### src/sv/dct_ram.sv
// Generic single write port, single read port RAM with registered read.
`timescale 1ns / 1ps
`default_nettype none
module dct_ram #(
  parameter int WIDTH = 8,
  parameter int DEPTH = 16
) (
  input  wire logic                     clk_i,
  input  wire logic                     we_i,
  input  wire logic [$clog2(DEPTH)-1:0] waddr_i,
  input  wire logic [WIDTH-1:0]         wdata_i,
  input  wire logic [$clog2(DEPTH)-1:0] raddr_i,
  output logic      [WIDTH-1:0]         rdata_o
);

  logic [WIDTH-1:0] mem_q [DEPTH];

  // Write and registered read.
  always_ff @(posedge clk_i) begin
    if (we_i) begin
      mem_q[waddr_i] <= wdata_i;
    end
    rdata_o <= mem_q[raddr_i];
  end

endmodule
`default_nettype wire

### config.mk
export PLATFORM = sky130hd
export DESIGN_NAME = dct_ram
export DESIGN_NICKNAME = d
export VERILOG_FILES = /design/src/sv/dct_ram.sv
export SDC_FILE = /design/constraint.sdc
export NUM_CORES = 1
export LEC_CHECK = 0
export ABC_AREA = 0
export BUFFER_PORTS_ARGS = -buffer_cell sky130_fd_sc_hd__buf_2
export CAP_MARGIN = 25
export CORE_MARGIN = 5
export CORE_UTILIZATION = 65
export CTS_BUF_LIST = sky130_fd_sc_hd__clkbuf_4 sky130_fd_sc_hd__clkbuf_8
export CTS_CLUSTER_SIZE = 40
export DETAILED_ROUTE_END_ITERATION = 7
export GPL_TIMING_DRIVEN = 0
export PLACE_DENSITY = 0.8
export SLEW_MARGIN = 20
export SYNTH_ARGS = -nofsm -noshare
export SYNTH_HDL_FRONTEND = slang
export SYNTH_SLANG_ARGS = --single-unit
### constraint.sdc
create_clock -name clk_i -period 4.45 [get_ports clk_i]
set_clock_uncertainty 0.15 [all_clocks]
set_input_delay 0.6675 -clock clk_i [delete_from_list [all_inputs] [get_ports clk_i]]
set_output_delay 0.6675 -clock clk_i [all_outputs]
set_load 0.01 [all_outputs]
==> results of run 1 <==
## power by group through the flow
stage	combinational (mW)	clock [mW]	sequential (mW)
after detailed placement	0.139	0	1.47
after global placement	0.132	0	1.46
final	0.138	0.957	1.44
after floorplan	0.0727	0	1.47
after global routing	0.149	1.03	1.44
after CTS	0.139	0.967	1.44
## state kept, by name, indices dropped and copies added, names as in the netlist
name     flops
mem_q      128
rdata_o      8
## cells by family (layout without fill, tap and decap cells)
| group | after synthesis | after routing | synth area share, % |
|---|---|---|---|
| DFF | 136 | 136 | 77.8 |
| and+or+nand+nor | 35 | 35 | 3.18 |
| muxes | 32 | 32 | 15.0 |
| AOI/OAI and AO/OA | 16 | 16 | 2.33 |
| buffers and inverters | 10 | 66 | 1.68 |
## how the worst max path moves through the flow
stage	cells after the start	end	slack [ps]
floorplan	2	mem_q[0][0]	2140
global placement	3	mem_q[0][7]	1610
detailed placement	3	mem_q[2][7]	1950
CTS	3	mem_q[2][2]	2400
global route	3	mem_q[3][1]	2350
finish	3	mem_q[3][1]	2370
## cells in the final DEF (no fill, tap or decap), drive strengths merged
master         netlist  layout
edfxtp             128     128
mux4                32      32
buf                  7      31
clkbuf               0      19
a22oi               16      16
nor2                13      13
nand2                9       9
dfxtp                8       8
clkinv               0       8
nor3                 4       4
clkdlybuf4s25        3       3
nand3b               2       2
nand2b               2       2
clkinvlp             0       2
bufinv               0       2
nor2b                1       1
and2                 1       1
and2b                1       1
nand3                1       1
or3b                 1       1
inv                  0       1
## cell type report
class | instances | area [µm²] | area share [%]
Sequential cell | 136 | 4000 | 69.0
Buffer | 10 | 86.3 | 1.49
Clock inverter | 13 | 129 | 2.22
Tap cell | 102 | 128 | 2.20
Multi-Input combinational cell | 83 | 1080 | 18.6
Clock buffer | 19 | 255 | 4.40
Timing Repair Buffer | 24 | 120 | 2.07
## critical path, delay by kind of cell
kind	cells	cell delay, ps
AND/OR/NAND/NOR	2	1200
buffers and inverters	1	120
## metal layers
layer | vias up | wire, µm | part of all wire, % | global-route usage, %
li1 | 1056 | - | - | -
met1 | 1292 | 3810 | 39 | 30.1
met2 | 121 | 4890 | 51 | 32.6
met3 | 11 | 795 | 8.2 | 5.87
met4 | 0 | 151 | 1.6 | 8.19
met5 | - | 0 | 0 | 0
==> results.toml, run 1 <==
[run_status]
status = "complete, no violations"

[hold_path]
hold_class = "primary input to flop"
whs_endpoint = "mem_q[11][5]"
hold_depth = 1
min-delay-start = "wdata_i[5]"

[finish]
final_area_um2 = 5800
fin_nets = 290
fillCellCount = 415
antennaDiodeCount = 0
final_cells = 387
area_growth_pct = 12.7
final_util_pct = 75.0
drive_above_1_share_pct = 30.5

[power_and_ir_drop]
seqPwrFrac_pct = 56.8
swShare_pct = 21.0
p_per_area_nw_per_um2 = 437
vdd.ir_drop.worst_v = 0.000330
p_total_mw = 2.53
p_leak_nw = 1.94
combPwrFrac_pct = 5.5
clock_power_share_pct = 37.8
p_sw_mw = 0.532
internal-power_mw = 2.00

[cts]
cts_post_setup_buffers_inserted = 0
clock_latency_ps = 430
cts.sinks = 136
cts_resized = 0
htree_levels = 4
ctsHoldBuffers = 0
tritoncts = "done"
cts_buffers = 17
clk_pin_slew_ps = 70
root_buffer = "clkbuf_8"
clock_path_buffers = 2

[setup_path]
worstSetupEndpointType = "flop"
critPathRequiredTime_ps = 4350
worstSetupPathType = "primary input to flop"
cp-startpoint = "waddr_i[2]"
regToRegStartpoint = "mem_q[11][0]"
startpoint_type = "primary input"
slowest_delay_ps = 660
worstPathArrival_ps = 1980
critPathMaxFanout = 8
reg2reg_setup_slack_ps = 2900
r2r_end = "rdata_o[0]"
crit_chain = "buf_2, or3b_2, nor2_1"
crit_slowest_cell = "nor2_1"
worstRegToRegCells = 3

[route]
drt_iter0_drc = 235
routedWlPerCell_um = 24.9
wl_mm = 9.65
drtPass1Iterations = 5
vias = 2480
viasPerCell = 6.41
drc = 0
final_antenna_net_count = 0

[timing]
tns_ps = 0
holdWs_ps = 479
fin_crit_sh_pct = 46.7
setup_violations = 0
final_max_slew_viol_count = 0
finalCriticalPeriod_ps = 2080
rsz0062_at_grt = "false"
setup_ws_ps = 2370
fmax_mhz = 481
tightest_slew_ps = 829
slew_headroom_pct = 44.5
hold_viol_final = 0

[logic_synthesis]
syn-num-nets = 247
yosysSeqAreaShare_pct = 77.8
synth_area_um2 = 5150
synth_area_leaders = "edfxtp_1 (75%), mux4_2 (7.9%), mux4_1 (7.1%)"
synth_most_common_cell = "edfxtp_1"
synth_edf_count = 128
ys_warn_count = 0
synth_top_flop_cell = "edfxtp_1"
yosysTopAreaCellShare_pct = 74.7
ys_seq_elements = 136
async_reset_ff_share_pct = 0
yosysTopAreaCell = "edfxtp_1"
netlist_top_cells_count = "edfxtp_1 (128), mux4_2 (18), a22oi_1 (16)"
ys_types = 19
netlist_instances = 229
postSynthAreaPerCell_um2 = 22.5

[floorplan]
dieArea_um2 = 9800
die_x_um = 99.0
die_h_um = 99.0
rows = 32
fp.coreArea_um2 = 7730
start_util_pct = 66.6
io_pins = 26

[grt]
grt.overflow.total = 0
grt_usage_pct = 21.4
antenna_found_initial = 0
grt_pass1_vias = 2546
grt_max_degree = 17
grt_pass1_wl_mm = 14.5

[placement]
postPlaceCellArea_um2 = 5420
gp_congestion = 0.706
io_buffers = 24
place_inst = 355
post-dp-hpwl_mm = 6.30
pre_cts_slack_ps = 1950

[run]
maxCapViolCount = 0
No activity file was read; power rests on OpenSTA's default activity.
==> inputs of run 2 (changes only) <==
Settings changed: CORE_UTILIZATION 65 to 57, PLACE_DENSITY 0.8 to 0.74.
Clock period 4.45 ns to 1.7 ns, I/O delays scaled along.
==> results.toml, run 2 (synthesized netlist as in run 1, its figures left out) <==
[run_status]
status = "complete, no violations"

[route]
wl_mm = 9.19
drc = 0
viasPerCell = 6.02
vias = 2367
drt_iter0_drc = 164
final_antenna_net_count = 0
drtPass1Iterations = 4
routedWlPerCell_um = 23.4

[floorplan]
dieArea_um2 = 11000
start_util_pct = 58.7
die_x_um = 105
io_pins = 26
fp.coreArea_um2 = 8760
rows = 34
die_h_um = 105

[cts]
tritoncts = "done"
root_buffer = "clkbuf_8"
clock_path_buffers = 2
cts_post_setup_buffers_inserted = 0
htree_levels = 4
clk_pin_slew_ps = 70
cts_buffers = 17
cts_resized = 0
ctsHoldBuffers = 0
clock_latency_ps = 410
cts.sinks = 136

[grt]
grt_pass1_wl_mm = 14.2
met1_usage_pct = 26.0
met2_usage_pct = 27.0
grt_max_degree = 17
grt_pass1_vias = 2371
grt_util_met3_pct = 5.24
grt_usage_pct = 18.0
antenna_found_initial = 0
grt.overflow.total = 0
grt.busiest_layer = "met2"

[setup_path]
worstSetupEndpointType = "flop"
worstPathArrival_ps = 1580
startpoint_type = "primary input"
critPathMaxFanout = 8
critPathRequiredTime_ps = 1590
worstSetupPathType = "primary input to flop"

[finish]
fin_nets = 290
final_util_pct = 66.3
area_growth_pct = 12.9
drive_above_1_share_pct = 31.2
reg.largest.list = "mem_q (128), rdata_o (8)"
layout_common_cells = "edfxtp_1 (128), buf_2 (27), clkbuf_8 (21)"
largest_reg_flops = 128
antennaDiodeCount = 0
fillCellCount = 558
largest_register = "mem_q"
layout_commonest_cell = "edfxtp_1"

[timing]
setup_ws_ps = 9.19
hold_viol_final = 0
finalCriticalPeriod_ps = 1690
holdWs_ps = 81.4
slew_headroom_pct = 43.9
setup_violations = 0
final_max_slew_viol_count = 0
fmax_mhz = 591
rsz0062_at_grt = "true"
tightest_slew_ps = 839
fin_crit_sh_pct = 99.5

[placement]
io_buffers = 24
gp_congestion = 0.741
post-dp-hpwl_mm = 5.89
pre_cts_slack_ps = -382

[power_and_ir_drop]
vdd.ir_drop.worst_v = 0.000527
p_per_area_nw_per_um2 = 1140
p_leak_nw = 1.95

[run]
maxCapViolCount = 0

[hold_path]
hold_class = "primary input to flop"
-- run 2: changes by cell type in the layout (fill, tap and decap cells not counted) --
cell,previous run,this run
clkinvlp_4,2,0
clkinv_1,2,0
clkinv_4,2,0
clkbuf_4,1,7
bufinv_16,2,1
clkinv_2,4,3
clkbuf_8,18,21
inv_6,1,0
-- run 2: power breakdown --
| part | total [mW] | internal [mW] | switching (mW) |
|---|---|---|---|
| logic | 0.357 | 0.149 | 0.208 |
| clock network | 2.48 | 1.42 | 1.05 |
| registers | 3.76 | 3.75 | 0.0170 |
| total | 6.60 | 5.32 | 1.28 |
-- run 2: critical path, stage by stage --
cell,delay [ps]
buf_2,120
or3b_2,540
nor2_1,670
-- run 2: stage by stage --
stage                     power [mW]  instances  instance area (µm²)  TNS [ps]
final                           6.60        393                 5810         0
after global routing            6.85        393                 5810     -19.4
after CTS                       6.65        393                 5810         0
after detailed placement        4.20        361                 5420    -19470
after global placement          4.18        361                 5410    -25240
after floorplan                 4.04        229                 5150         0
-- run 2: final timing paths --
| kind | slack [ps] | end | startpoint | cells past startpoint |
|---|---|---|---|---|
| setup / recovery | 9 | mem_q[1][2] | waddr_i[2] | 3 |
| hold / removal | 80 | mem_q[5][6] | wdata_i[6] | 1 |
| setup reg to reg | 90 | rdata_o[0] | mem_q[6][0] | 3 |
| hold reg to reg | 530 | rdata_o[3] | mem_q[11][3] | 3 |
-- run 2: metal layers --
layer / part of all wire, % / wire [µm]
met3: 11 / 970
met5: 0 / 0
met4: 0.92 / 85
met1: 39 / 3620
met2: 49 / 4520
-- run 2: final cells by class --
class / count / area, µm² / share of cell area (%)
Timing Repair Buffer: 24 / 120 / 2.07
Multi-Input combinational cell: 83 / 1080 / 18.5
Clock inverter: 4 / 45.0 / 0.775
Tap cell: 108 / 135 / 2.33
Clock buffer: 28 / 342 / 5.88
Buffer: 10 / 86.3 / 1.49
Sequential cell: 136 / 4000 / 68.9
